`config.mk`:
```
export PLATFORM = sky130hd
export DESIGN_NAME = barcode_frame_module_mapper
export DESIGN_NICKNAME = d
export VERILOG_FILES = /design/src/bfm_pkg.sv /design/src/bfm_ctrl.sv /design/src/bfm_dp.sv /design/src/barcode_frame_module_mapper.sv
export SDC_FILE = /design/constraint.sdc
export NUM_CORES = 1
export LEC_CHECK = 0
export BUFFER_PORTS_ARGS = -buffer_cell sky130_fd_sc_hd__buf_2
export CAP_MARGIN = 25
export CORE_ASPECT_RATIO = 1.5
export CORE_MARGIN = 2
export CORE_UTILIZATION = 30
export DETAILED_ROUTE_END_ITERATION = 16
export GPL_TIMING_DRIVEN = 0
export MAX_ROUTING_LAYER = met4
export PLACE_DENSITY = 0.47
export SLEW_MARGIN = 15
export SYNTH_ARGS = -nofsm -noshare
export SYNTH_HDL_FRONTEND = slang
export SYNTH_SLANG_ARGS = --single-unit
export TNS_END_PERCENT = 50
```
`constraint.sdc`:
```
create_clock -name clk -period 4.5 [get_ports clk]
set_input_delay 0 -clock clk [delete_from_list [all_inputs] [get_ports clk]]
set_output_delay 0 -clock clk [all_outputs]
set_load 0.03 [all_outputs]
```
`src/bfm_pkg.sv`:
```
// Package for the barcode frame module mapper: word types, result codes,
// the reserved-region bounds and the controller/datapath command and status.
// No dependencies.
package bfm_pkg;

  // Result codes
  localparam logic [1:0] RK_MODULE  = 2'd0;
  localparam logic [1:0] RK_KEPT    = 2'd1;
  localparam logic [1:0] RK_DROPPED = 2'd2;

  // Input kind codes
  localparam logic KIND_DATA = 1'b0;
  localparam logic KIND_END  = 1'b1;

  // Reset value of the frame limit register
  localparam logic [15:0] FRAME_LIMIT_RST = 16'd20;

  // Reserved-region bounds (finder, alignment, short last column)
  localparam logic [7:0] FINDER_SPAN   = 8'd8;
  localparam logic [7:0] FINDER_FAR    = 8'd135;
  localparam logic [7:0] ALIGN_LOW     = 8'd123;
  localparam logic [7:0] ALIGN_HIGH    = 8'd141;
  localparam logic [7:0] SHORT_COL     = 8'd143;
  localparam logic [7:0] SHORT_COL_ROW = 8'd56;
  // Page number rows in column 0 run up to here (exclusive)
  localparam logic [7:0] PAGE_ROW_END  = 8'd16;

  typedef struct packed {
    logic       kind;
    logic [7:0] data_byte;
  } in_word_t;

  typedef struct packed {
    logic [1:0]  result_kind;
    logic [7:0]  column;
    logic [7:0]  grid_row;
    logic        dark;
    logic [15:0] frame_number;
    logic        last;
  } out_word_t;

  // Controller to datapath
  typedef struct packed {
    logic load;        // load the byte register
    logic load_zero;   // load a zero pad byte instead of input data
    logic emit_mod;    // emit a module word for the current position
    logic emit_frame;  // emit a frame word (kept or dropped)
    logic closing;     // frame word closes the stream: no page step, stop after
    logic consume;     // shift the byte register by one bit
    logic advance;     // step to the next grid position
    logic last;        // last word caused by the current input
  } cmd_t;

  // Datapath to controller
  typedef struct packed {
    logic skip;        // current position is reserved
    logic page_pos;    // current position carries a page number bit
    logic wrap;        // current position is the last of the grid
    logic over;        // one more kept frame would pass the limit
    logic stopped;     // block has stopped
    logic out_free;    // output register can take a word this cycle
  } sts_t;

endpackage

```
`src/bfm_ctrl.sv`:
```
// Controller for the barcode frame module mapper: input handshake and the
// sequence of position visits and frame words. Depends on bfm_pkg.
module bfm_ctrl
  import bfm_pkg::*;
(
  input  logic     clk,
  input  logic     rst_n,
  input  logic     in_valid,
  input  logic     in_kind,
  output logic     in_stall,
  input  sts_t     sts,
  output cmd_t     cmd
);

  localparam logic [1:0] S_IDLE  = 2'd0;
  localparam logic [1:0] S_VISIT = 2'd1;
  localparam logic [1:0] S_FRAME = 2'd2;
  localparam logic [1:0] S_CLOSE = 2'd3;

  logic [1:0] state_r, state_nxt;
  logic [3:0] bits_left_r, bits_left_nxt;
  logic       is_end_r, is_end_nxt;
  logic       more_pad_r, more_pad_nxt;
  logic       byte_done_r, byte_done_nxt;
  logic       in_accept;
  logic       bit_taken;
  logic       done_now;

  assign in_stall  = (state_r != S_IDLE);
  assign in_accept = in_valid && !in_stall;

  // Sequencer
  always_comb begin
    state_nxt     = state_r;
    bits_left_nxt = bits_left_r;
    is_end_nxt    = is_end_r;
    more_pad_nxt  = more_pad_r;
    byte_done_nxt = byte_done_r;
    cmd           = '0;
    bit_taken     = !sts.skip && !sts.page_pos;
    done_now      = bit_taken && (bits_left_r == 4'd1);
    unique case (state_r)
      S_IDLE: begin
        if (in_accept && !sts.stopped) begin
          cmd.load      = 1'b1;
          cmd.load_zero = (in_kind == KIND_END);
          bits_left_nxt = 4'd8;
          is_end_nxt    = (in_kind == KIND_END);
          more_pad_nxt  = (in_kind == KIND_END);
          state_nxt     = S_VISIT;
        end
      end
      S_VISIT: begin
        if (sts.skip || sts.out_free) begin
          cmd.emit_mod = !sts.skip;
          cmd.last     = done_now && !sts.wrap && !is_end_r;
          cmd.consume  = bit_taken;
          cmd.advance  = 1'b1;
          if (bit_taken) begin
            bits_left_nxt = bits_left_r - 4'd1;
          end
          byte_done_nxt = done_now;
          if (sts.wrap) begin
            state_nxt = S_FRAME;
          end else if (done_now) begin
            if (!is_end_r) begin
              state_nxt = S_IDLE;
            end else if (more_pad_r) begin
              cmd.load      = 1'b1;
              cmd.load_zero = 1'b1;
              bits_left_nxt = 4'd8;
              more_pad_nxt  = 1'b0;
            end else begin
              state_nxt = S_CLOSE;
            end
          end
        end
      end
      S_FRAME: begin
        if (sts.out_free) begin
          cmd.emit_frame = 1'b1;
          if (sts.over) begin
            cmd.last  = 1'b1;
            state_nxt = S_IDLE;
          end else begin
            cmd.last = byte_done_r && !is_end_r;
            if (!byte_done_r) begin
              state_nxt = S_VISIT;
            end else if (!is_end_r) begin
              state_nxt = S_IDLE;
            end else if (more_pad_r) begin
              cmd.load      = 1'b1;
              cmd.load_zero = 1'b1;
              bits_left_nxt = 4'd8;
              more_pad_nxt  = 1'b0;
              state_nxt     = S_VISIT;
            end else begin
              state_nxt = S_CLOSE;
            end
          end
        end
      end
      S_CLOSE: begin
        if (sts.out_free) begin
          cmd.emit_frame = 1'b1;
          cmd.closing    = 1'b1;
          cmd.last       = 1'b1;
          state_nxt      = S_IDLE;
        end
      end
      default: begin
        state_nxt = S_IDLE;
      end
    endcase
  end

  // Control registers
  always_ff @(posedge clk) begin
    if (!rst_n) begin
      state_r     <= S_IDLE;
      bits_left_r <= '0;
      is_end_r    <= 1'b0;
      more_pad_r  <= 1'b0;
      byte_done_r <= 1'b0;
    end else begin
      state_r     <= state_nxt;
      bits_left_r <= bits_left_nxt;
      is_end_r    <= is_end_nxt;
      more_pad_r  <= more_pad_nxt;
      byte_done_r <= byte_done_nxt;
    end
  end

  // Words only go out when the output register can take them
  a_emit_free: assert property (@(posedge clk) disable iff (!rst_n)
    (cmd.emit_mod || cmd.emit_frame) |-> sts.out_free)
    else $error("word emitted into a full output register");

  // A module word and a frame word never share a cycle
  a_one_word: assert property (@(posedge clk) disable iff (!rst_n)
    !(cmd.emit_mod && cmd.emit_frame))
    else $error("two words emitted in one cycle");

  // Inputs taken while stopped start no walk
  a_stopped_idle: assert property (@(posedge clk) disable iff (!rst_n)
    (state_r == S_IDLE && in_accept && sts.stopped) |=> (state_r == S_IDLE))
    else $error("walk started while stopped");

  // A walk always has data bits still to place
  a_bits_left: assert property (@(posedge clk) disable iff (!rst_n)
    (state_r == S_VISIT) |-> (bits_left_r != 4'd0))
    else $error("visiting with no bits left");

endmodule

```
`src/bfm_dp.sv`:
```
// Datapath for the barcode frame module mapper: grid position, page and
// frame counters, byte shifter, limit register and output word register.
// Depends on bfm_pkg.
module bfm_dp
  import bfm_pkg::*;
#(
  parameter int GRID_SIZE = 144
) (
  input  logic      clk,
  input  logic      rst_n,
  input  logic [7:0] in_byte,
  input  logic      cfg_we,
  input  logic [15:0] cfg_data,
  input  cmd_t      cmd,
  output sts_t      sts,
  output logic      out_valid,
  input  logic      out_stall,
  output out_word_t out_data
);

  localparam logic [7:0] LAST_POS = 8'(GRID_SIZE - 1);

  logic [7:0]  col_r, row_r;
  logic [15:0] page_r, frames_r, limit_r;
  logic        stopped_r;
  logic [7:0]  byte_r;
  logic        out_valid_r;
  out_word_t   out_data_r;
  logic [16:0] frames_inc;
  logic        skip;
  logic        keep;

  // Reserved positions
  always_comb begin
    skip = 1'b0;
    if (col_r < FINDER_SPAN && (row_r < FINDER_SPAN || row_r > FINDER_FAR)) skip = 1'b1;
    if (col_r > FINDER_FAR && row_r < FINDER_SPAN) skip = 1'b1;
    if (col_r > ALIGN_LOW && col_r < ALIGN_HIGH &&
        row_r > ALIGN_LOW && row_r < ALIGN_HIGH) skip = 1'b1;
    if (col_r == SHORT_COL && row_r > SHORT_COL_ROW) skip = 1'b1;
  end

  assign frames_inc   = {1'b0, frames_r} + 17'd1;
  assign keep         = !sts.over;
  assign sts.skip     = skip;
  assign sts.page_pos = (col_r == 8'd0) && (row_r < PAGE_ROW_END);
  assign sts.wrap     = (col_r == LAST_POS) && (row_r == LAST_POS);
  assign sts.over     = frames_inc > {1'b0, limit_r};
  assign sts.stopped  = stopped_r;
  assign sts.out_free = !out_valid_r || !out_stall;

  // Limit register
  always_ff @(posedge clk) begin
    if (!rst_n) begin
      limit_r <= FRAME_LIMIT_RST;
    end else if (cfg_we) begin
      limit_r <= cfg_data;
    end
  end

  // Walk position, counters and stop flag
  always_ff @(posedge clk) begin
    if (!rst_n) begin
      col_r     <= '0;
      row_r     <= '0;
      page_r    <= 16'd1;
      frames_r  <= '0;
      stopped_r <= 1'b0;
    end else begin
      if (cmd.advance) begin
        if (row_r == LAST_POS) begin
          row_r <= '0;
          col_r <= (col_r == LAST_POS) ? 8'd0 : col_r + 8'd1;
        end else begin
          row_r <= row_r + 8'd1;
        end
      end
      if (cmd.emit_frame) begin
        if (keep) begin
          frames_r <= frames_inc[15:0];
          if (!cmd.closing) begin
            page_r <= page_r + 16'd1;
          end
        end
        if (!keep || cmd.closing) begin
          stopped_r <= 1'b1;
        end
      end
    end
  end

  // Byte shifter, bit 0 placed first
  always_ff @(posedge clk) begin
    if (cmd.load) begin
      byte_r <= cmd.load_zero ? 8'd0 : in_byte;
    end else if (cmd.consume) begin
      byte_r <= {1'b0, byte_r[7:1]};
    end
  end

  // Output word register
  always_ff @(posedge clk) begin
    if (!rst_n) begin
      out_valid_r <= 1'b0;
    end else if (cmd.emit_mod || cmd.emit_frame) begin
      out_valid_r <= 1'b1;
    end else if (!out_stall) begin
      out_valid_r <= 1'b0;
    end
  end

  always_ff @(posedge clk) begin
    if (cmd.emit_mod) begin
      out_data_r.result_kind  <= RK_MODULE;
      out_data_r.column       <= col_r;
      out_data_r.grid_row     <= row_r;
      out_data_r.dark         <= sts.page_pos ? page_r[row_r[2:0]] : byte_r[0];
      out_data_r.frame_number <= page_r;
      out_data_r.last         <= cmd.last;
    end else if (cmd.emit_frame) begin
      out_data_r.result_kind  <= keep ? RK_KEPT : RK_DROPPED;
      out_data_r.column       <= '0;
      out_data_r.grid_row     <= '0;
      out_data_r.dark         <= 1'b0;
      out_data_r.frame_number <= page_r;
      out_data_r.last         <= cmd.last;
    end
  end

  assign out_valid = out_valid_r;
  assign out_data  = out_data_r;

endmodule

```
`src/barcode_frame_module_mapper.sv`:
```
// Barcode frame module mapper: places data bytes, bit 0 first, on a module grid
// column by column and reports each module, then each finished frame.
// One grid position is visited per clock while no output word is held up. A
// data byte's walk places its eight bits, also visiting page-number positions,
// which take no data bit, and passing reserved ones; it adds a frame word when
// the walk crosses the end of the grid, then returns to idle to accept the next
// byte. An end word walks two zero pad bytes and then closes the frame. Output
// back-pressure holds the walk only where a word is due; the input is stalled
// for the whole walk of one byte. Inputs taken after the block stops cause no
// words. Depends on bfm_pkg, bfm_ctrl and bfm_dp.
module barcode_frame_module_mapper
  import bfm_pkg::*;
#(
  parameter int GRID_SIZE = 144
) (
  input  logic        clk,
  input  logic        rst_n,
  input  logic        in_valid,
  output logic        in_stall,
  input  in_word_t    in_data,
  output logic        out_valid,
  input  logic        out_stall,
  output out_word_t   out_data,
  input  logic        cfg_valid,
  output logic        cfg_ready,
  input  logic [15:0] cfg_data
);

  cmd_t cmd;
  sts_t sts;

  // Limit register is always writable
  assign cfg_ready = 1'b1;

  bfm_ctrl u_ctrl (
    .clk      (clk),
    .rst_n    (rst_n),
    .in_valid (in_valid),
    .in_kind  (in_data.kind),
    .in_stall (in_stall),
    .sts      (sts),
    .cmd      (cmd)
  );

  bfm_dp #(
    .GRID_SIZE (GRID_SIZE)
  ) u_dp (
    .clk       (clk),
    .rst_n     (rst_n),
    .in_byte   (in_data.data_byte),
    .cfg_we    (cfg_valid && cfg_ready),
    .cfg_data  (cfg_data),
    .cmd       (cmd),
    .sts       (sts),
    .out_valid (out_valid),
    .out_stall (out_stall),
    .out_data  (out_data)
  );

endmodule
```
==> impl_results.md <==
- Sequential power share: between 40% and 50%
- Worst VDD drop: about 230 uV
- Final setup vio count: 0
- Ys async rst share: 0%
- R2R cell count: 15
- Fin area: slightly below 0.008 sq mm
- Total track usage: between 10% and 20%
- Max incr delay on CP: approximately 0.43 ns
- CTS root buffer: clkbuf_16
- Critical path arrival: around 4.2 ns
- Routed WL: between 15000 and 20000 microns
- Reg2Reg Launch Point: u_dp.frames_r[0]
- Die Ht: between 150 and 200 microns
- Synth Flop Type: dfxtp_1
- Max FO, Critical Path: 9
- Crit path required time: about 4.6 ns
- Synth unique cells: just under 80
- Final Cycle Share: 91.4%
- Clk sinks: roughly 120
- Die ar.: about 0.022 sq mm
- First-pass GRT wire length: between 20000 and 30000 microns
- Worst-Skew Late Latency: about 0.42 ns
- H-Tree Level Count: 4
- CTS max path bufs: 2
- Vias in the first global route: ~5300
- Synth-to-Final Area Change: 23.9%
- Initial antenna violation count: 0
- Gate power share: 13.1%
- Final slew viol count: 0
- Non-Filler Instances: 1039
- Crit path cell chain: ha_1, nand3_2, or2_1, buf_2, nor2_1, nand3_1, xnor2_1, ha_1, nand4_1, nor2_1, a41oi_1, a2bb2oi_2, a21oi_2, o31ai_4, o21ai_2
- Status: complete, no violations
- Type of element capturing the critical path: register
- Final core occ: between 30% and 40%
- IO Port Bufs: 66
- DP Area: approximately 0.0070 sq mm
- Worst R2R Setup Slack: just under 0.4 ns
- Relative slew slack: around 43%
- Overflow left after global routing: 0
- Initial core utilization: 30.3%
- Hold Fails Final Rpt: 0
- Max-cap violation count: 0
- Layout Nets: ~800
- Hold Path Depth: 4
- Largest area contributor in the netlist: dfxtp_1
- Area share of the largest cell type after synthesis: 24.3%
- Worst R2R End: u_dp.byte_r[0]
- Die Span X: around 120 microns
- Tot Pwr: roughly 2.9 mW
- Skew final: about 0.010 ns
- I/O pin cnt: 69
- Cell internal pwr: approximately 2.2 mW
- FMAX: around 0.24 GHz
- Largest net degree at the start of global routing: 35
- DRC: 0
- Detailed Route Iter0 Violations: roughly 250
- Yosys warning count: 0
- Syn Nets: roughly 710
- Layout cells sized above 1: between 10% and 20%
- Startpoint Class: register
- Drt first pass iters: 5
- Sw frac: between 20% and 30%
- Avg WL per Cell: approximately 16 microns
- Worst Hold Path EP: u_ctrl.bits_left_r[2]
- Hold Crit Class: input pin to register
- Min cycle time layout: slightly above 4 ns
- Power Dens Cells: about 370 mW/mm^2
- Pleak: slightly below 3 nW
- Avg Cell Area, Syn: about 10 sq um
- CTS buffer count: 17
- CTS tree: done
- Clock Power Share: 45.9%
- Routability cong.: between 0.8 and 0.9
- Mapped cell area: 0.00633 sq mm
- P_sw: between 0.7 and 0.8 mW
- Detailed-route via count: 5252
- CTS clk-pin slew, worst paths: ~0.050 ns
- Placed Instances: roughly 1000
- Antenna-violating nets left: 0
- Worst-Margin Slew: 0.855 ns
- Diode count: 0
- Synthesis-stage register bit count: approximately 120
- Total negative slack: 0 ns
- Via density: roughly 5.1
- Core area: around 0.021 sq mm
- Post-DP HPWL: approximately 12000 microns
- Synth top area cells: dfxtp_1 (24%), edfxtp_1 (20%), ha_1 (6.1%), nor2_1 (3.7%), mux2i_1 (3.6%)
- RSZ-0062 raised after global routing: no
- Synthesized instance count: 647
- Setup CP Type: register to register
- Sequential fraction of the synthesis area: around 44%
- Slowest CP cell: dfxtp_1
- # rows: between 60 and 70
- Hold Crit Start: rst_n
- Number of synthesized flops with an enable pin: 42
## worst max-delay path by stage
stage,start,endpoint,cells after the start
finish,u_dp.frames_r[0],u_dp.byte_r[0],15
global route,u_dp.frames_r[0],u_dp.byte_r[4],15
CTS,u_dp.frames_r[0],u_dp.byte_r[6],15
detailed placement,u_dp.frames_r[0],u_dp.byte_r[6],15
global placement,u_dp.frames_r[0],u_dp.byte_r[7],15
floorplan,u_dp.frames_r[0],u_dp.byte_r[0],15
## cell usage after synthesis (15+ instances only)
cell type	n
a21oi_1	39
and2_1	18
clkbuf_1	15
dfxtp_1	77
edfxtp_1	42
ha_1	31
inv_1	39
mux2i_1	23
nand2_1	41
nand3_1	20
nor2_1	62
o21ai_0	20
o31ai_1	15
or3_1	15
or4_1	15
xnor2_1	18
## power groups by stage
stage                     Clock [mW]  Combinational (mW)  Sequential (mW)
after floorplan                    0               0.243             1.24
after global placement             0               0.360             1.22
after detailed placement           0               0.366             1.22
after CTS                       1.37               0.385             1.20
after global routing            1.42               0.426             1.21
final                           1.34               0.383             1.20
## area by class of cell
type                            count  area, sq um
Fill cell                        2143        13100
Multi-Input combinational cell    461         3270
Sequential cell                   119         2800
Timing Repair Buffer               93          596
Clock buffer                       22          444
Tap cell                          268          335
Inverter                           39          146
Clock inverter                      9          128
Buffer                             28          128
## state kept, by name (all words and copies together), names as in the netlist
| register | count |
|---|---|
| u_ctrl.is_end_r | 1 |
| u_ctrl.bits_left_r | 4 |
| u_dp.col_r | 8 |
| u_dp.page_r | 16 |
| u_ctrl.byte_done_r | 1 |
| u_dp.frames_r | 16 |
| u_ctrl.more_pad_r | 1 |
| u_dp.row_r | 8 |
| u_dp.stopped_r | 1 |
| u_dp.out_valid | 1 |
| u_dp.out_data | 36 |
| u_ctrl.state_r | 2 |
| u_dp.byte_r | 8 |
| u_dp.limit_r | 16 |
## through the flow
step / hold slack [ns] / worst slack, ns
after CTS: 0.0742 / 0.00768
after detailed placement: 0.230 / -0.167
after floorplan: 0.130 / 0.662
after global routing: 0.105 / 0.0416
final: 0.0878 / 0.389
after global placement: 0.235 / -0.123
## logic make-up (layout without fill, tap and decap cells)
group	after synthesis	count (layout)	share of synthesized area, %
simple gates	239	239	20.8
compound gates	134	134	15.8
flops	119	119	44.3
buf+inv	67	191	4.33
fa+ha+maj	31	31	6.13
xor+xnor	31	31	4.29
mux	25	25	4.35
other cells	1	1	0.0592
## per-layer routing
layer	track usage, %	vias to the layer above	part of all wire, %	routed length [microns]
li1	-	2617	-	-
met1	16.8	2512	41	6840
met2	27.8	103	54	8880
met3	3.30	20	3.0	488
met4	5.66	0	1.8	292
met5	-	-	0	0
## cells in the final DEF, fill, tap and decap left out, drive strengths merged, types with 15 or more instances in the layout
cell type,instances
buf,81
dfxtp,77
nor2,64
edfxtp,42
nand2,42
a21oi,40
inv,39
clkbuf,37
ha,31
dlygate4sd3,25
mux2i,23
nand3,22
o21ai,22
xnor2,18
and2,18
or3,17
o31ai,17
nand4,16
or4,15
## worst max-delay path, delay by kind of cell, from the launching register on
kind,cells,cell delay [ns]
AOI/OAI and AO/OA,5,1.39
xor gates and xnor gates,1,0.17
adders and majority gates,2,0.61
buffers and inverters,1,0.18
DFF,1,0.43
and+or+nand+nor,6,1.04
## timing repair
action                     4_1_cts  5_1_grt
hold buffers                    25        0
resized for setup                1        2
setup buffers                    0        2
hold endpoints to repair        26        0
setup endpoints to repair        8       17
pin swaps                        0        2
Power figures use the tool's default switching activity.
